[src/design/fud_pkg.sv]
// Package for the form-urlencoded decoder: word types, character codes, hex decode.
package fud_pkg;

    localparam int MAX_PAIRS_DEFAULT = 255;
    localparam int QUEUE_DEPTH       = 2;

    localparam logic [7:0]  CHAR_EQ    = 8'h3D;
    localparam logic [7:0]  CHAR_AMP   = 8'h26;
    localparam logic [7:0]  CHAR_PCT   = 8'h25;
    localparam logic [7:0]  CHAR_PLUS  = 8'h2B;
    localparam logic [7:0]  CHAR_SPACE = 8'h20;
    localparam logic [15:0] LEN_MAX    = 16'hFFFF;

    typedef enum logic [1:0] {
        ESC_NONE = 2'd0,
        ESC_HIGH = 2'd1,
        ESC_LOW  = 2'd2
    } esc_phase_t;

    typedef struct packed {
        logic [7:0] in_byte;
        logic       in_last;
    } in_word_t;

    typedef struct packed {
        logic        char_valid;
        logic [7:0]  out_char;
        logic        in_value;
        logic        key_end;
        logic        value_end;
        logic [15:0] field_length;
        logic [7:0]  pair_index;
        logic        out_last;
    } out_word_t;

    // classified byte handed from front to back
    typedef struct packed {
        logic [7:0] raw;
        logic       last;
        logic       is_eq;
        logic       is_amp;
        logic       is_pct;
        logic       is_plus;
        logic       hex_ok;
        logic [3:0] hex_digit;
    } cls_word_t;

    // {ok, digit}; digit is 0 when the character is not hex
    function automatic logic [4:0] hex_decode(input logic [7:0] c);
        logic [7:0] d;
        logic [4:0] r;
        d = 8'h00;
        r = 5'b0_0000;
        if (c inside {[8'h30:8'h39]})
        begin
            d = c - 8'h30;
            r = {1'b1, d[3:0]};
        end
        else if (c inside {[8'h61:8'h66]})
        begin
            d = c - 8'h57;
            r = {1'b1, d[3:0]};
        end
        else if (c inside {[8'h41:8'h46]})
        begin
            d = c - 8'h37;
            r = {1'b1, d[3:0]};
        end
        return r;
    endfunction

endpackage

[src/design/fud_stream_if.sv]
// Valid/ready stream interface carrying one payload word per handshake.
interface fud_stream_if #(
    parameter type payload_t = logic [7:0]
) ();
    logic     valid;
    logic     ready;
    payload_t payload;

    modport source (output valid, output payload, input ready);
    modport sink   (input valid, input payload, output ready);
endinterface

[src/design/form_urlencoded_decoder.sv]
// Form-urlencoded decoder: raw query bytes in, one decoded result word out per byte.
// Sustains one byte per clock while the output side is ready; each input word yields
// exactly one output word, registered first in the queue and then in the output
// register. The front classifies each byte (separators, percent, plus, hex digit)
// into a two-word queue; the back updates key/value mode, escape phase, field length
// and pair count for each word and holds the result in an output register, so input
// and output stall independently. in.ready drops only when the queue is full. The pair
// index saturates at the lesser of MAX_PAIRS and 255; all state clears after a word
// marked last.
module form_urlencoded_decoder #(
    parameter int MAX_PAIRS = fud_pkg::MAX_PAIRS_DEFAULT
) (
    input  logic         clk,
    input  logic         rst_n,
    fud_stream_if.sink   in,
    fud_stream_if.source out
);
    import fud_pkg::*;

    cls_word_t push_word, pop_word;
    logic      push, full, pop, q_valid;

    fud_front u_front (
        .in     (in),
        .q_full (full),
        .q_push (push),
        .q_word (push_word)
    );

    fud_queue u_queue (
        .clk      (clk),
        .rst_n    (rst_n),
        .push     (push),
        .wr_word  (push_word),
        .full     (full),
        .pop      (pop),
        .rd_valid (q_valid),
        .rd_word  (pop_word)
    );

    fud_back #(
        .MAX_PAIRS (MAX_PAIRS)
    ) u_back (
        .clk     (clk),
        .rst_n   (rst_n),
        .q_valid (q_valid),
        .q_word  (pop_word),
        .q_pop   (pop),
        .out     (out)
    );

endmodule

[src/design/fud_front.sv]
// Front end: accepts raw bytes and classifies them into queue words.
module fud_front (
    fud_stream_if.sink          in,
    input  logic                q_full,
    output logic                q_push,
    output fud_pkg::cls_word_t  q_word
);
    import fud_pkg::*;

    logic [4:0] hex;

    assign in.ready = !q_full;
    assign q_push   = in.valid && !q_full;

    always_comb
    begin
        hex               = hex_decode(in.payload.in_byte);
        q_word.raw        = in.payload.in_byte;
        q_word.last       = in.payload.in_last;
        q_word.is_eq      = (in.payload.in_byte == CHAR_EQ);
        q_word.is_amp     = (in.payload.in_byte == CHAR_AMP);
        q_word.is_pct     = (in.payload.in_byte == CHAR_PCT);
        q_word.is_plus    = (in.payload.in_byte == CHAR_PLUS);
        q_word.hex_ok     = hex[4];
        q_word.hex_digit  = hex[3:0];
    end

endmodule

[src/design/fud_queue.sv]
// Short FIFO of classified words between front and back.
module fud_queue (
    input  logic                clk,
    input  logic                rst_n,
    input  logic                push,
    input  fud_pkg::cls_word_t  wr_word,
    output logic                full,
    input  logic                pop,
    output logic                rd_valid,
    output fud_pkg::cls_word_t  rd_word
);
    import fud_pkg::*;

    localparam int PTR_W = (QUEUE_DEPTH > 1) ? $clog2(QUEUE_DEPTH) : 1;
    localparam int CNT_W = $clog2(QUEUE_DEPTH + 1);
    localparam logic [PTR_W-1:0] PTR_LAST = PTR_W'(QUEUE_DEPTH - 1);
    localparam logic [CNT_W-1:0] CNT_FULL = CNT_W'(QUEUE_DEPTH);

    cls_word_t        mem_reg [QUEUE_DEPTH];
    logic [PTR_W-1:0] wr_ptr_reg, wr_ptr_next;
    logic [PTR_W-1:0] rd_ptr_reg, rd_ptr_next;
    logic [CNT_W-1:0] count_reg, count_next;
    logic             do_push, do_pop;

    assign full     = (count_reg == CNT_FULL);
    assign rd_valid = (count_reg != '0);
    assign rd_word  = mem_reg[rd_ptr_reg];
    assign do_push  = push && !full;
    assign do_pop   = pop && rd_valid;

    always_comb
    begin
        wr_ptr_next = wr_ptr_reg;
        rd_ptr_next = rd_ptr_reg;
        count_next  = count_reg;
        if (do_push)
            wr_ptr_next = (wr_ptr_reg == PTR_LAST) ? '0 : wr_ptr_reg + 1'b1;
        if (do_pop)
            rd_ptr_next = (rd_ptr_reg == PTR_LAST) ? '0 : rd_ptr_reg + 1'b1;
        if (do_push && !do_pop)
            count_next = count_reg + 1'b1;
        else if (do_pop && !do_push)
            count_next = count_reg - 1'b1;
    end

    always_ff @(posedge clk or negedge rst_n)
    begin
        if (!rst_n)
        begin
            wr_ptr_reg <= '0;
            rd_ptr_reg <= '0;
            count_reg  <= '0;
        end
        else
        begin
            wr_ptr_reg <= wr_ptr_next;
            rd_ptr_reg <= rd_ptr_next;
            count_reg  <= count_next;
        end
    end

    always_ff @(posedge clk)
    begin
        if (do_push)
            mem_reg[wr_ptr_reg] <= wr_word;
    end

endmodule

[src/design/fud_back.sv]
// Back end: key/value and escape state, result formation, output register.
module fud_back #(
    parameter int MAX_PAIRS = fud_pkg::MAX_PAIRS_DEFAULT
) (
    input  logic                clk,
    input  logic                rst_n,
    input  logic                q_valid,
    input  fud_pkg::cls_word_t  q_word,
    output logic                q_pop,
    fud_stream_if.source        out
);
    import fud_pkg::*;

    localparam logic [7:0] PAIR_CAP = (MAX_PAIRS > 255) ? 8'd255 : 8'(MAX_PAIRS);

    logic        value_mode_reg, value_mode_next;
    esc_phase_t  phase_reg, phase_next;
    logic [3:0]  high_nibble_reg, high_nibble_next;
    logic        high_ok_reg, high_ok_next;
    logic [15:0] length_reg, length_next;
    logic [7:0]  pair_reg, pair_next;
    logic        out_valid_reg;
    out_word_t   out_word_reg, res;

    logic sep, esc;
    logic cv, kend, vend;
    logic [7:0]  ch;
    logic [15:0] flen, len_mid;
    logic        vm_mid;

    assign q_pop       = q_valid && (!out_valid_reg || out.ready);
    assign out.valid   = out_valid_reg;
    assign out.payload = out_word_reg;

    assign sep = q_word.is_amp || (q_word.is_eq && !value_mode_reg);

    // escape sequencer: next phase
    always_comb
    begin
        phase_next = ESC_NONE;
        if (!sep && !q_word.last)
        begin
            case (phase_reg)
                ESC_HIGH: phase_next = ESC_LOW;
                ESC_LOW:  phase_next = ESC_NONE;
                default:  phase_next = q_word.is_pct ? ESC_HIGH : ESC_NONE;
            endcase
        end
    end

    // result and data state
    always_comb
    begin
        esc              = (phase_reg == ESC_HIGH) || (phase_reg == ESC_LOW);
        cv               = 1'b0;
        ch               = 8'h00;
        kend             = 1'b0;
        vend             = 1'b0;
        flen             = 16'h0000;
        vm_mid           = value_mode_reg;
        len_mid          = length_reg;
        pair_next        = pair_reg;
        high_nibble_next = high_nibble_reg;
        high_ok_next     = high_ok_reg;

        if (sep)
        begin
            flen    = length_reg;
            len_mid = 16'h0000;
            if (q_word.is_eq)
            begin
                kend   = 1'b1;
                vm_mid = 1'b1;
            end
            else
            begin
                kend   = !value_mode_reg;
                vend   = 1'b1;
                vm_mid = 1'b0;
                if (pair_reg < PAIR_CAP)
                    pair_next = pair_reg + 1'b1;
            end
        end
        else if (esc)
        begin
            if (phase_reg == ESC_HIGH)
            begin
                high_ok_next     = q_word.hex_ok;
                high_nibble_next = q_word.hex_digit;
            end
            else
            begin
                cv = 1'b1;
                if (!high_ok_reg)
                    ch = 8'h00;
                else if (q_word.hex_ok)
                    ch = {high_nibble_reg, q_word.hex_digit};
                else
                    ch = {4'h0, high_nibble_reg};
            end
        end
        else if (!q_word.is_pct)
        begin
            cv = 1'b1;
            ch = q_word.is_plus ? CHAR_SPACE : q_word.raw;
        end

        if (cv && (len_mid != LEN_MAX))
            len_mid = len_mid + 1'b1;

        value_mode_next = vm_mid;
        length_next     = len_mid;

        // end of string closes the open field and clears all state
        if (q_word.last)
        begin
            if (!vend)
            begin
                if (vm_mid)
                begin
                    vend = 1'b1;
                    if (!kend)
                        flen = len_mid;
                end
                else
                begin
                    kend = 1'b1;
                    vend = 1'b1;
                    flen = len_mid;
                end
            end
            value_mode_next  = 1'b0;
            length_next      = 16'h0000;
            pair_next        = 8'h00;
            high_nibble_next = 4'h0;
            high_ok_next     = 1'b0;
        end

        res.char_valid   = cv;
        res.out_char     = ch;
        res.in_value     = value_mode_reg;
        res.key_end      = kend;
        res.value_end    = vend;
        res.field_length = flen;
        res.pair_index   = pair_reg;
        res.out_last     = q_word.last;
    end

    always_ff @(posedge clk or negedge rst_n)
    begin
        if (!rst_n)
        begin
            value_mode_reg  <= 1'b0;
            phase_reg       <= ESC_NONE;
            high_nibble_reg <= 4'h0;
            high_ok_reg     <= 1'b0;
            length_reg      <= 16'h0000;
            pair_reg        <= 8'h00;
            out_valid_reg   <= 1'b0;
        end
        else
        begin
            if (q_pop)
            begin
                value_mode_reg  <= value_mode_next;
                phase_reg       <= phase_next;
                high_nibble_reg <= high_nibble_next;
                high_ok_reg     <= high_ok_next;
                length_reg      <= length_next;
                pair_reg        <= pair_next;
                out_valid_reg   <= 1'b1;
            end
            else if (out.ready)
                out_valid_reg <= 1'b0;
        end
    end

    always_ff @(posedge clk)
    begin
        if (q_pop)
            out_word_reg <= res;
    end

    a_len_only_at_end: assert property (@(posedge clk) disable iff (!rst_n)
        out_valid_reg && (out_word_reg.field_length != 16'h0000)
            |-> (out_word_reg.key_end || out_word_reg.value_end))
        else $error("field_length set without a field end");

    a_char_zero: assert property (@(posedge clk) disable iff (!rst_n)
        out_valid_reg && !out_word_reg.char_valid |-> (out_word_reg.out_char == 8'h00))
        else $error("out_char nonzero without char_valid");

    a_last_clears: assert property (@(posedge clk) disable iff (!rst_n)
        q_pop && q_word.last
            |=> (pair_reg == 8'h00) && !value_mode_reg && (phase_reg == ESC_NONE)
                && (length_reg == 16'h0000))
        else $error("state not cleared after end of string");

    a_pair_cap: assert property (@(posedge clk) disable iff (!rst_n)
        pair_reg <= PAIR_CAP)
        else $error("pair count beyond cap");

endmodule

[src/flat_wrapper.sv]
// flat-port wrapper written by rule: the top's interface ports become plain ports
module form_urlencoded_decoder_flat import fud_pkg::*;
#(
    parameter int MAX_PAIRS = fud_pkg::MAX_PAIRS_DEFAULT
)
  (clk, rst_n, in_valid, in_payload, in_ready, out_valid, out_payload, out_ready);
  fud_stream_if #(.payload_t(in_word_t)) in_i ();
  fud_stream_if #(.payload_t(out_word_t)) out_i ();
  input  logic clk;
  input  logic rst_n;
  input wire logic [$bits(in_i.valid)-1:0] in_valid;
  input wire logic [$bits(in_i.payload)-1:0] in_payload;
  output wire logic [$bits(in_i.ready)-1:0] in_ready;
  output wire logic [$bits(out_i.valid)-1:0] out_valid;
  output wire logic [$bits(out_i.payload)-1:0] out_payload;
  input wire logic [$bits(out_i.ready)-1:0] out_ready;
  assign in_i.valid = in_valid;
  assign in_i.payload = in_payload;
  assign in_ready = in_i.ready;
  assign out_valid = out_i.valid;
  assign out_payload = out_i.payload;
  assign out_i.ready = out_ready;
  form_urlencoded_decoder #(.MAX_PAIRS(MAX_PAIRS)) u_core (.clk(clk), .rst_n(rst_n), .in(in_i), .out(out_i));
endmodule
[config.mk]
export PLATFORM = sky130hd
export DESIGN_NAME = form_urlencoded_decoder_flat
export DESIGN_NICKNAME = d
export VERILOG_FILES = /design/src/design/fud_pkg.sv /design/src/design/fud_stream_if.sv /design/src/design/form_urlencoded_decoder.sv /design/src/design/fud_front.sv /design/src/design/fud_queue.sv /design/src/design/fud_back.sv /design/src/flat_wrapper.sv
export SDC_FILE = /design/constraint.sdc
export NUM_CORES = 1
export LEC_CHECK = 0
export ABC_CLOCK_PERIOD_IN_PS = 2200
export BUFFER_PORTS_ARGS = -buffer_cell sky130_fd_sc_hd__buf_4
export CORE_MARGIN = 4
export CORE_UTILIZATION = 53
export CTS_CLUSTER_DIAMETER = 200
export DETAILED_ROUTE_END_ITERATION = 16
export PLACE_DENSITY = 0.72
export SLEW_MARGIN = 25
export SYNTH_ARGS = -nofsm -noshare
export SYNTH_HDL_FRONTEND = slang
export SYNTH_SLANG_ARGS = --single-unit
[constraint.sdc]
create_clock -name clk -period 2.2 [get_ports clk]
set_input_delay 0.22 -clock clk [delete_from_list [all_inputs] [get_ports clk]]
set_output_delay 0.22 -clock clk [all_outputs]
set_load 0.01 [all_outputs]
==> parameters.txt, run 1 <==
Parameter                              Value

STA
  Worst Max-Slew Pin Slew    660 ps
  Max-slew headroom    0.560
  Final worst clock skew    11.7 ps
  Final cycle utilization of the critical path    0.984
  Number of hold violations in the final report    0
  Unrepaired setup endpoints after global routing    yes
  Min setup slack post-route    35.2 ps
  Setup TNS    0 ps
  Minimum clock period    2160 ps
  Number of slew-limit violations in the final report    0
  Final count of negative-setup-slack endpoints    0
  Max frequency    462 MHz

Die
  Number of ports placed on the die boundary    52
  Chip Width    107 um
  Number of placement rows    35
  Starting Density    0.555
  Die height    107 um
  Die footprint    11500 um^2
  Core outline area    9420 um^2

Route
  Remaining design rule violation count    0
  Number of detailed-routing iterations run before antenna repair    4
  Count of antenna-violating nets left after detailed routing    0
  1st-iter DRT viols    274
  WL/cell    16.4 um
  Wirelength, routed    11000 um
  Total vias in the final route    3908
  Via/cell ratio    5.85

Placement
  Number of port buffers    51
  Routability cong.    0.841
  Setup slack after placement    -180 ps
  Post-detail-place hpwl    7660 um
  Number of cells in the design after placement    644

Power and ir drop
  VDD IR max    0.000882 V
  Power density normalized to cell area    1160 nW/um^2
  Static power due to leakage    2.52 nW

Setup path
  Required time of the critical path    2450 ps
  Worst reg2reg endpoint    u_core.u_back.out.payload[15]$_DFFE_PP_
  Startpoint types    flop
  Worst Setup Path Type    flop to flop
  Depth of the most critical reg-to-reg path    6
  Reg2Reg Setup Slack    40 ps
  Maximum fanout along the worst path    17
  Critical path data arrival time    2410 ps
  Origin of the critical flop-to-flop path    u_core.u_queue.mem_reg[1][7]$_DFFE_PP_
  Worst Setup End Kind    flop

Global route
  Global-route congestion overflow total    0
  Vias in the first global route    3781
  First-pass GRT wire length    18000 um
  Number of antenna violations at the first check in global routing    0
  Gr usage total    0.197
  Pin count of the biggest net entering global routing    38

Finish
  Largest register FFs    37
  Area growth syn-to-layout    20.5%
  Final nets    556
  Non-filler instance count after layout    668
  Fill cell instance count of the final layout    705
  Antenna cell count    0
  Fraction of final layout cells sized beyond drive strength 1    0.243
  Final core area utilization    0.669

Logic synthesis
  Post-synth EDFFs    73
  Sequential fraction of the synthesis area    0.596
  Number of synthesis warnings    0
  Distinct cell type count of the synthesized netlist    60
  Fraction of synthesis flops using an asynchronous set or reset pin    0.336
  Mean Syn Cell Area    11.6 um^2
  Number of standard cells after synthesis    449
  Number of flip-flops and latches in the synthesized netlist    110
  Top_reg_cell synth    sky130_fd_sc_hd__edfxtp_1
  Post-synthesis instance area    5230 um^2
  Synthesized Nets    471

Clocking
  Maximum number of buffers from clock root to sink    2
  Number of CTS-inserted buffers    9
  Max H-tree Level    3
  Clock tree root buffer cell    sky130_fd_sc_hd__clkbuf_8
  Clock tree from TritonCTS    done
  Clock Latency Late Sink    370 ps
  Number of clock sinks    110
  Clock transition at the registers of the reported paths    110 ps

Hold path
  Startpoint of the most critical hold path    in_payload[0]
  Number of instances on the worst hold path    1
  Path class of the lowest-slack min-delay path    primary input to flop
  End point of the most critical hold path    u_core.u_queue.mem_reg[1][9]$_DFFE_PP_

Flow run
  Count of maximum capacitance violations    0

Status
  Run status    completed
[worst max path at each step]
stage / end / depth (start not counted) / slack (ps) / start
final: u_core.u_back.out.payload[15]$_DFFE_PP_ / 6 / 40 / u_core.u_queue.mem_reg[1][7]$_DFFE_PP_
after global routing: u_core.u_back.out.payload[15]$_DFFE_PP_ / 6 / -60 / u_core.u_queue.mem_reg[1][7]$_DFFE_PP_
after CTS: u_core.u_back.out.payload[15]$_DFFE_PP_ / 6 / 4 / u_core.u_queue.rd_ptr_reg$_DFFE_PN0P_
after detailed placement: u_core.u_back.length_reg[11]$_DFFE_PN0P_ / 6 / -180 / u_core.u_queue.rd_ptr_reg$_DFFE_PN0P_
after global placement: u_core.u_back.length_reg[11]$_DFFE_PN0P_ / 6 / -70 / u_core.u_queue.rd_ptr_reg$_DFFE_PN0P_
after floorplan: u_core.u_back.out.payload[15]$_DFFE_PP_ / 7 / -10 / u_core.u_back.phase_reg[0]$_DFFE_PN0P_
[placed cells by master, fill, tap and decap left out, types with 3 or more instances in the layout]
| cell | netlist | layout |
|---|---|---|
| sky130_fd_sc_hd__edfxtp_1 | 73 | 73 |
| sky130_fd_sc_hd__nand3_1 | 34 | 33 |
| sky130_fd_sc_hd__o31ai_1 | 7 | 7 |
| sky130_fd_sc_hd__clkbuf_8 | 0 | 9 |
| sky130_fd_sc_hd__o2bb2ai_1 | 6 | 6 |
| sky130_fd_sc_hd__o311ai_0 | 4 | 4 |
| sky130_fd_sc_hd__o22a_1 | 5 | 5 |
| sky130_fd_sc_hd__nor3_1 | 5 | 5 |
| sky130_fd_sc_hd__xor2_1 | 6 | 6 |
| sky130_fd_sc_hd__or4_1 | 16 | 16 |
| sky130_fd_sc_hd__mux2i_1 | 15 | 15 |
| sky130_fd_sc_hd__nor2_1 | 42 | 39 |
| sky130_fd_sc_hd__nand2_1 | 42 | 42 |
| sky130_fd_sc_hd__inv_1 | 11 | 8 |
| sky130_fd_sc_hd__or3_1 | 3 | 3 |
| sky130_fd_sc_hd__a31oi_1 | 3 | 3 |
| sky130_fd_sc_hd__buf_4 | 1 | 94 |
| sky130_fd_sc_hd__nand2b_1 | 9 | 9 |
| sky130_fd_sc_hd__dfrtp_1 | 37 | 36 |
| sky130_fd_sc_hd__xnor2_1 | 4 | 4 |
| sky130_fd_sc_hd__nand4_1 | 7 | 7 |
| sky130_fd_sc_hd__ha_1 | 9 | 7 |
| sky130_fd_sc_hd__and4_1 | 3 | 3 |
| sky130_fd_sc_hd__nor2_2 | 0 | 3 |
| sky130_fd_sc_hd__and3_1 | 5 | 5 |
| sky130_fd_sc_hd__o21ai_0 | 11 | 11 |
| sky130_fd_sc_hd__o211ai_1 | 18 | 18 |
| sky130_fd_sc_hd__a21oi_1 | 11 | 11 |
| sky130_fd_sc_hd__a2bb2oi_1 | 4 | 4 |
| sky130_fd_sc_hd__inv_8 | 0 | 4 |
[cells by family after synthesis]
kind of cell             after synthesis  synth area share
XOR/XNOR                              10            0.0167
buffers and inverters                 34            0.0278
flip-flops                           110             0.596
adder cells (fa/ha/maj)                9            0.0215
AO/OA/AOI/OAI                         90             0.129
AND/OR/NAND/NOR                      179             0.174
multiplexers                          17            0.0342
[layout make-up]
class                      instances  area, um^2  area share
multi-input combinational        305        2000       0.317
timing repair buffer              97         746       0.118
sequential                       110        3120       0.495
clock inverter                     7         108      0.0171
tap                              129         161      0.0256
inverter                          11        45.0     0.00715
clock buffer                       9         124      0.0197
[critical path: stages (launching register included)]
cell and delay, ps:
sky130_fd_sc_hd__edfxtp_1 410, sky130_fd_sc_hd__and2b_2 250, sky130_fd_sc_hd__a22oi_1 100, sky130_fd_sc_hd__buf_12 180, sky130_fd_sc_hd__or4_4 520, sky130_fd_sc_hd__or4_1 470
sky130_fd_sc_hd__nand3_1 110
[where the power goes]
group | total [mW] | internal, mW | switching, mW | leakage, nW
clock network | 1.35 | 0.578 | 0.775 | 0.117
logic | 2.90 | 1.24 | 1.66 | 1.19
registers | 3.03 | 2.84 | 0.198 | 1.21
total | 7.28 | 4.65 | 2.63 | 2.52
[cells in the mapped netlist (2+ instances only)]
library cell / n / share of area
sky130_fd_sc_hd__xnor2_1: 4 / 0.0067
sky130_fd_sc_hd__a22o_1: 2 / 0.0033
sky130_fd_sc_hd__o21ai_0: 11 / 0.011
sky130_fd_sc_hd__a31oi_1: 3 / 0.0036
sky130_fd_sc_hd__nor3b_1: 2 / 0.0029
sky130_fd_sc_hd__or3_1: 3 / 0.0036
sky130_fd_sc_hd__xor2_1: 6 / 0.010
sky130_fd_sc_hd__dfrtp_1: 37 / 0.18
sky130_fd_sc_hd__inv_1: 11 / 0.0079
sky130_fd_sc_hd__nor2_1: 42 / 0.030
sky130_fd_sc_hd__buf_2: 5 / 0.0048
sky130_fd_sc_hd__a21o_1: 2 / 0.0029
sky130_fd_sc_hd__nand2_1: 42 / 0.030
sky130_fd_sc_hd__nand4_1: 7 / 0.0084
sky130_fd_sc_hd__o211ai_1: 18 / 0.026
sky130_fd_sc_hd__nor3_1: 5 / 0.0048
sky130_fd_sc_hd__a41oi_1: 2 / 0.0033
sky130_fd_sc_hd__nor4_1: 2 / 0.0024
sky130_fd_sc_hd__o22a_1: 5 / 0.0084
sky130_fd_sc_hd__ha_1: 9 / 0.022
sky130_fd_sc_hd__edfxtp_1: 73 / 0.42
sky130_fd_sc_hd__o311ai_0: 4 / 0.0067
sky130_fd_sc_hd__and4_1: 3 / 0.0050
sky130_fd_sc_hd__a21oi_1: 11 / 0.011
sky130_fd_sc_hd__nand3_1: 34 / 0.033
sky130_fd_sc_hd__nand2b_1: 9 / 0.011
sky130_fd_sc_hd__a32o_1: 2 / 0.0038
sky130_fd_sc_hd__clkbuf_1: 14 / 0.010
sky130_fd_sc_hd__and3_1: 5 / 0.0060
sky130_fd_sc_hd__o2bb2ai_1: 6 / 0.010
sky130_fd_sc_hd__mux2i_1: 15 / 0.029
sky130_fd_sc_hd__o31ai_1: 7 / 0.010
sky130_fd_sc_hd__buf_1: 2 / 0.0014
sky130_fd_sc_hd__or4_1: 16 / 0.023
sky130_fd_sc_hd__o22ai_1: 2 / 0.0024
sky130_fd_sc_hd__a2bb2oi_1: 4 / 0.0067
[what timing repair did]
action,4_1_cts,5_1_grt
pin swaps,0,3
hold buffers,1,1
endpoints found under the setup margin,14,22
cloned,0,0
endpoints found under the hold margin,37,1
buffers inserted,0,6
resized for setup,2,9
[through the flow]
step / cell area [um^2] / hold WS, ps / power (mW)
after floorplan: 5240 / -75.6 / 4.63
after global placement: 5970 / 228 / 5.86
after detailed placement: 5970 / 232 / 5.90
after CTS: 6230 / 16.1 / 7.26
after global routing: 6300 / 7.76 / 7.73
final: 6300 / 32.8 / 7.28
[routing by layer]
metal | wire, um | vias up | track usage
li1 | - | 1889 | -
met5 | 0 | - | 0
met3 | 539 | 10 | 0.0444
met4 | 99 | 0 | 0.0568
met2 | 5620 | 120 | 0.332
met1 | 4730 | 1889 | 0.257
Note: power is estimated with default switching activity, not from simulation.
==> run 2, diff against run 1 <==
- CORE_MARGIN: 4 -> 2
==> parameters.txt, run 2 (synthesis results as in run 1) <==
Parameter                              Value

Flow run
  Count of maximum capacitance violations    0 (unchanged)

STA
  Minimum clock period    2120 ps (was 2160 ps)
  Final worst clock skew    10.5 ps (was 11.7 ps)
  Number of slew-limit violations in the final report    0 (unchanged)
  Worst Max-Slew Pin Slew    519 ps (was 660 ps)
  Final cycle utilization of the critical path    0.963 (was 0.984)
  Final count of negative-setup-slack endpoints    0 (unchanged)
  Max-slew headroom    0.654 (was 0.560)
  Number of hold violations in the final report    0 (unchanged)
  Hold slack    38.6 ps (was 32.8 ps)
  Max frequency    472 MHz (was 462 MHz)
  Setup TNS    0 ps (unchanged)

Setup path
  Depth of the most critical reg-to-reg path    7 (was 6)
  Origin of the critical flop-to-flop path    u_core.u_back.value_mode_reg$_DFFE_PN0P_ (was u_core.u_queue.mem_reg[1][7]$_DFFE_PP_)
  Reg2Reg Setup Slack    80 ps (was 40 ps)
  Critical path data arrival time    2300 ps (was 2410 ps)
  Worst Setup End Kind    flop (unchanged)
  Worst reg2reg endpoint    u_core.u_back.out.payload[18]$_DFFE_PP_ (was u_core.u_back.out.payload[15]$_DFFE_PP_)
  Startpoint types    flop (unchanged)
  Maximum fanout along the worst path    9 (was 17)
  Worst Setup Path Type    flop to flop (unchanged)
  Required time of the critical path    2380 ps (was 2450 ps)

Global route
  Vias in the first global route    3757 (was 3781)
  Gr usage total    0.224 (was 0.197)
  First-pass GRT wire length    18300 um (was 18000 um)
  Pin count of the biggest net entering global routing    38 (unchanged)
  Number of antenna violations at the first check in global routing    0 (unchanged)
  Global-route congestion overflow total    0 (unchanged)

Placement
  Number of port buffers    51 (unchanged)
  Routability cong.    0.879 (was 0.841)
  Post-detail-place hpwl    7670 um (was 7660 um)
  Placed instance area    5950 um^2 (was 5970 um^2)

Clocking
  Number of clock sinks    110 (unchanged)
  Clock tree root buffer cell    sky130_fd_sc_hd__clkbuf_8 (unchanged)
  Clock transition at the registers of the reported paths    110 ps (about the same)
  Max H-tree Level    3 (unchanged)
  Number of CTS-inserted buffers    9 (unchanged)
  Clock tree from TritonCTS    done (unchanged)
  Maximum number of buffers from clock root to sink    2 (unchanged)
  Clock Latency Late Sink    380 ps (was 370 ps)

Power and ir drop
  VDD IR max    0.000636 V (was 0.000882 V)
  Power density normalized to cell area    1140 nW/um^2 (was 1160 nW/um^2)
  Total power of the final layout    7.11 mW (was 7.28 mW)
  Static power due to leakage    2.48 nW (was 2.52 nW)

Hold path
  Path class of the lowest-slack min-delay path    primary input to flop (unchanged)
  End point of the most critical hold path    u_core.u_queue.mem_reg[1][15]$_DFFE_PP_ (was u_core.u_queue.mem_reg[1][9]$_DFFE_PP_)
  Number of instances on the worst hold path    1 (unchanged)
  Startpoint of the most critical hold path    in_payload[6] (was in_payload[0])

Route
  Number of detailed-routing iterations run before antenna repair    5 (was 4)
  Count of antenna-violating nets left after detailed routing    0 (unchanged)
  Via/cell ratio    5.84 (was 5.85)
  Wirelength, routed    11300 um (was 11000 um)
  Total vias in the final route    3894 (was 3908)
  Remaining design rule violation count    0 (unchanged)
  1st-iter DRT viols    235 (was 274)
  WL/cell    16.9 um (was 16.4 um)

Die
  Number of ports placed on the die boundary    52 (unchanged)
  Chip Width    103 um (was 107 um)
  Die height    103 um (was 107 um)
  Number of placement rows    36 (was 35)
  Die footprint    10700 um^2 (was 11500 um^2)
  Core outline area    9680 um^2 (was 9420 um^2)
  Starting Density    0.540 (was 0.555)

Finish
  Final std cell area, no fill    6250 um^2 (was 6300 um^2)
  Fraction of final layout cells sized beyond drive strength 1    0.240 (was 0.243)
  Fill cell instance count of the final layout    737 (was 705)
  Final nets    551 (was 556)
  Antenna cell count    0 (unchanged)
  Area of all sequential standard cells    3120 um^2 (unchanged)
  Area growth syn-to-layout    19.5% (was 20.5%)
  Leading cell type in the layout, fill and taps excluded    sky130_fd_sc_hd__buf_4 (unchanged)
  Area used by multi-input combinational logic    2030 um^2 (was 2000 um^2)
  Commonest cells after routing, fill and taps aside    90 x sky130_fd_sc_hd__buf_4, 73 x sky130_fd_sc_hd__edfxtp_1, 41 x sky130_fd_sc_hd__nand2_1, 40 x sky130_fd_sc_hd__nor2_1, 36 x sky130_fd_sc_hd__dfrtp_1 (was 94 x sky130_fd_sc_hd__buf_4, 73 x sky130_fd_sc_hd__edfxtp_1, 42 x sky130_fd_sc_hd__nand2_1, 39 x sky130_fd_sc_hd__nor2_1, 36 x sky130_fd_sc_hd__dfrtp_1)
  Largest register FFs    37 (unchanged)

Status
  Run status    completed (unchanged)
-- run 2: repair_timing --
| item | in CTS | in global routing |
|---|---|---|
| hold endpoints to repair | 37 | 2 |
| hold buffers | 1 | 1 |
| setup endpoints to repair | 11 | 27 |
| pin swaps | 0 | 4 |
| buffers inserted | 1 | 2 |
| gates resized for setup | 2 | 15 |
-- run 2: how the worst max path moves through the flow --
stage / from / endpoint / slack [ps] / cells past startpoint
global route: u_core.u_back.value_mode_reg$_DFFE_PN0P_ / u_core.u_back.out.payload[18]$_DFFE_PP_ / -20 / 7
detailed placement: u_core.u_back.phase_reg[0]$_DFFE_PN0P_ / u_core.u_back.out.payload[15]$_DFFE_PP_ / -40 / 7
CTS: u_core.u_back.phase_reg[1]$_DFFE_PN0P_ / u_core.u_back.out.payload[15]$_DFFE_PP_ / 20 / 7
global placement: u_core.u_back.value_mode_reg$_DFFE_PN0P_ / u_core.u_back.out.payload[18]$_DFFE_PP_ / 30 / 7
finish: u_core.u_back.value_mode_reg$_DFFE_PN0P_ / u_core.u_back.out.payload[18]$_DFFE_PP_ / 80 / 7
floorplan: u_core.u_back.phase_reg[0]$_DFFE_PN0P_ / u_core.u_back.out.payload[15]$_DFFE_PP_ / -10 / 7
-- run 2: through the flow --
step                utilization  setup slack [ps]  instances
floorplan                     -             -12.8        449
global placement          0.615              30.3        646
detailed placement        0.615             -38.9        646
CTS                       0.638              20.9        664
global route              0.645             -18.7        667
finish                    0.645              82.3        667
-- run 2: cell type report --
type                    count  area share
clock inverters             6      0.0100
repair buffers             92       0.111
flip-flops and latches    110       0.499
clock buffers              10      0.0204
multi-input cells         305       0.325
inverters                  11     0.00721
well taps                 133      0.0266
-- run 2: critical path: stages, from the launching register on --
cell and delay (ps):
sky130_fd_sc_hd__dfrtp_1 430, sky130_fd_sc_hd__nand2b_1 220, sky130_fd_sc_hd__a22oi_2 360, sky130_fd_sc_hd__buf_4 240
sky130_fd_sc_hd__nor3_1 60, sky130_fd_sc_hd__buf_4 160, sky130_fd_sc_hd__and3_1 200, sky130_fd_sc_hd__o31ai_1 260
-- run 2: layer usage --
layer / vias up / wire length (um) / global-route usage / share of wire
met4: 0 / 172 / 0.0688 / 0.015
met3: 18 / 517 / 0.0484 / 0.046
li1: 1875 / - / - / -
met5: - / 0 / 0 / 0
met1: 1889 / 4790 / 0.290 / 0.42
met2: 112 / 5790 / 0.382 / 0.51
-- run 2: power by group --
part / switching (mW) / total [mW] / internal, mW
combinational: 1.68 / 2.88 / 1.20
sequential: 0.204 / 3.04 / 2.84
clock: 0.743 / 1.19 / 0.445
==> run 3, diff against run 2 <==
- REMOVE_ABC_BUFFERS: unset -> 1
==> parameters.txt, run 3 (synthesis results as in run 1) <==
Parameter                              Value

Setup path
  Depth of the most critical reg-to-reg path    7 (unchanged)
  Bufs and invs on worst path    2 (unchanged)
  Maximum fanout along the worst path    7 (was 9)
  Slowest stage cell on the critical path    sky130_fd_sc_hd__or4_1 (was sky130_fd_sc_hd__dfrtp_1)
  Required time of the critical path    2460 ps (was 2380 ps)
  CP cell instances    and2b_1, buf_4, a22o_2, buf_4, or4_1, xor2_1, nor2_1 (was nand2b_1, a22oi_2, buf_4, nor3_1, buf_4, and3_1, o31ai_1)
  Crit. Startpoint    u_core.u_queue.rd_ptr_reg$_DFFE_PN0P_ (was u_core.u_back.value_mode_reg$_DFFE_PN0P_)
  Worst Setup End Kind    flop (unchanged)
  Delay of the slowest critical-path stage    550 ps (was 430 ps)
  Worst reg2reg endpoint    u_core.u_back.pair_reg[3]$_DFFE_PN0P_ (was u_core.u_back.out.payload[18]$_DFFE_PP_)
  Critical path data arrival time    2390 ps (was 2300 ps)
  Cell repeated most along the worst path    sky130_fd_sc_hd__buf_4 (unchanged)
  Worst Setup Path Type    flop to flop (unchanged)
  Startpoint types    flop (unchanged)
  CP top delay family    simple AND/OR/NAND/NOR gates (was compound AO/OA/AOI/OAI gates)
  Reg2Reg Setup Slack    70 ps (was 80 ps)
  Origin of the critical flop-to-flop path    u_core.u_queue.rd_ptr_reg$_DFFE_PN0P_ (was u_core.u_back.value_mode_reg$_DFFE_PN0P_)

Finish
  Final nets    553 (was 551)
  Final std cell area, no fill    6250 um^2 (about the same)
  Fraction of final layout cells sized beyond drive strength 1    0.243 (was 0.240)
  Largest register FFs    37 (unchanged)
  Antenna cell count    0 (unchanged)
  Fill cell instance count of the final layout    759 (was 737)
  Commonest cells after routing, fill and taps aside    93 x sky130_fd_sc_hd__buf_4, 73 x sky130_fd_sc_hd__edfxtp_1, 41 x sky130_fd_sc_hd__nor2_1, 41 x sky130_fd_sc_hd__nand2_1, 36 x sky130_fd_sc_hd__dfrtp_1 (was 90 x sky130_fd_sc_hd__buf_4, 73 x sky130_fd_sc_hd__edfxtp_1, 41 x sky130_fd_sc_hd__nand2_1, 40 x sky130_fd_sc_hd__nor2_1, 36 x sky130_fd_sc_hd__dfrtp_1)
  Leading cell type in the layout, fill and taps excluded    sky130_fd_sc_hd__buf_4 (unchanged)
  Area growth syn-to-layout    19.6% (was 19.5%)

Power and ir drop
  Static power due to leakage    2.50 nW (was 2.48 nW)
  Power density normalized to cell area    1150 nW/um^2 (was 1140 nW/um^2)
  Total power of the final layout    7.17 mW (was 7.11 mW)
  VDD IR max    0.000698 V (was 0.000636 V)

Route
  1st-iter DRT viols    166 (was 235)
  WL/cell    17.4 um (was 16.9 um)
  Total vias in the final route    3958 (was 3894)
  Met3 wirelength from detailed routing    525 um (was 517 um)
  Top layer reached by signal wires    met4 (unchanged)
  Wirelength, routed    11600 um (was 11300 um)
  Routed metal-1 wire length    4970 um (was 4790 um)
  Count of antenna-violating nets left after detailed routing    0 (unchanged)
  Number of detailed-routing iterations run before antenna repair    5 (unchanged)
  Via/cell ratio    5.92 (was 5.84)
  Remaining design rule violation count    0 (unchanged)
  Met2 routed wirelength    5940 um (was 5790 um)

Die
  Chip Width    103 um (unchanged)
  Number of placement rows    36 (unchanged)
  Number of ports placed on the die boundary    52 (unchanged)
  Die footprint    10700 um^2 (unchanged)
  Die height    103 um (unchanged)
  Starting Density    0.540 (unchanged)
  Core outline area    9680 um^2 (unchanged)

Global route
  Pin count of the biggest net entering global routing    38 (unchanged)
  First-pass GRT wire length    18800 um (was 18300 um)
  Vias in the first global route    3842 (was 3757)
  Global-route congestion overflow total    0 (unchanged)
  Number of antenna violations at the first check in global routing    0 (unchanged)
  Gr usage total    0.229 (was 0.224)

Clocking
  Clock Latency Late Sink    390 ps (was 380 ps)
  Clock tree root buffer cell    sky130_fd_sc_hd__clkbuf_8 (unchanged)
  Max H-tree Level    3 (unchanged)
  Maximum number of buffers from clock root to sink    2 (unchanged)
  Clock tree from TritonCTS    done (unchanged)
  Number of clock sinks    110 (unchanged)
  Clock transition at the registers of the reported paths    100 ps (was 110 ps)
  Number of CTS-inserted buffers    9 (unchanged)

Placement
  Post-detail-place hpwl    7990 um (was 7670 um)
  Routability cong.    0.873 (was 0.879)
  Number of port buffers    51 (unchanged)
  Setup slack after placement    -62.0 ps (was -38.9 ps)
  Placed instance area    5980 um^2 (was 5950 um^2)

Hold path
  Number of instances on the worst hold path    1 (unchanged)
  Startpoint of the most critical hold path    in_payload[0] (was in_payload[6])
  End point of the most critical hold path    u_core.u_queue.mem_reg[0][9]$_DFFE_PP_ (was u_core.u_queue.mem_reg[1][15]$_DFFE_PP_)
  Path class of the lowest-slack min-delay path    primary input to flop (unchanged)

STA
  Final count of negative-setup-slack endpoints    0 (unchanged)
  Number of hold violations in the final report    0 (unchanged)
  Max-slew headroom    0.651 (was 0.654)
  Final cycle utilization of the critical path    0.968 (was 0.963)
  Worst Max-Slew Pin Slew    523 ps (was 519 ps)
  Minimum clock period    2130 ps (was 2120 ps)
  Min setup slack post-route    70.6 ps (was 82.3 ps)
  Number of slew-limit violations in the final report    0 (unchanged)
  Final worst clock skew    15.4 ps (was 10.5 ps)
  Max frequency    470 MHz (was 472 MHz)

Status
  Run status    completed (unchanged)

Flow run
  Count of maximum capacitance violations    0 (unchanged)
## run 3: power by group
group | internal (mW) | leakage, nW | switching (mW)
sequential | 2.83 | 1.21 | 0.197
combinational | 1.20 | 1.18 | 1.67
clock | 0.541 | 0.105 | 0.725
total | 4.58 | 2.50 | 2.59
## run 3: area by class of cell
cell class | instances | area, um^2 | share of cell area
Clock buffer | 9 | 124 | 0.0198
Clock inverter | 7 | 78.8 | 0.0126
Inverter | 11 | 41.3 | 0.00660
Multi-Input combinational cell | 305 | 2020 | 0.322
Sequential cell | 110 | 3120 | 0.499
Tap cell | 133 | 166 | 0.0266
Timing Repair Buffer | 94 | 708 | 0.113
## run 3: per-stage QoR
step,hold WS (ps),TNS [ps],utilization,std cells
6_report,23.4,0,0.646,669
5_1_grt,12.8,-30.7,0.646,669
4_1_cts,4.10,0,0.642,668
3_5_place_dp,233,-83.3,0.618,651
3_3_place_gp,227,0,0.618,651
2_1_floorplan,-75.6,-34660,-,426
## run 3: how the worst max path moves through the flow
stage | to | slack (ps) | cells after the start
6_report | u_core.u_back.pair_reg[3]$_DFFE_PN0P_ | 70 | 7
3_5_place_dp | u_core.u_back.out.payload[15]$_DFFE_PP_ | -60 | 7
4_1_cts | u_core.u_back.out.payload[15]$_DFFE_PP_ | 10 | 7
5_1_grt | u_core.u_back.length_reg[11]$_DFFE_PN0P_ | -20 | 8
2_1_floorplan | u_core.u_back.out.payload[10]$_DFFE_PP_ | -1150 | 5
3_3_place_gp | u_core.u_back.out.payload[15]$_DFFE_PP_ | 40 | 7
## run 3: metal layers
| metal | GRT usage | up-vias |
|---|---|---|
| met5 | 0 | - |
| met4 | 0.0860 | 0 |
| met3 | 0.0457 | 14 |
| met2 | 0.384 | 120 |
| met1 | 0.295 | 1938 |
| li1 | - | 1886 |
## run 3: what timing repair did
item / in CTS / in global routing
pin swaps: 0 / 2
hold buffers: 1 / 0
endpoints found under the setup margin: 6 / 22
resized for setup: 4 / 12
buffers inserted: 0 / 1
endpoints found under the hold margin: 37 / 0
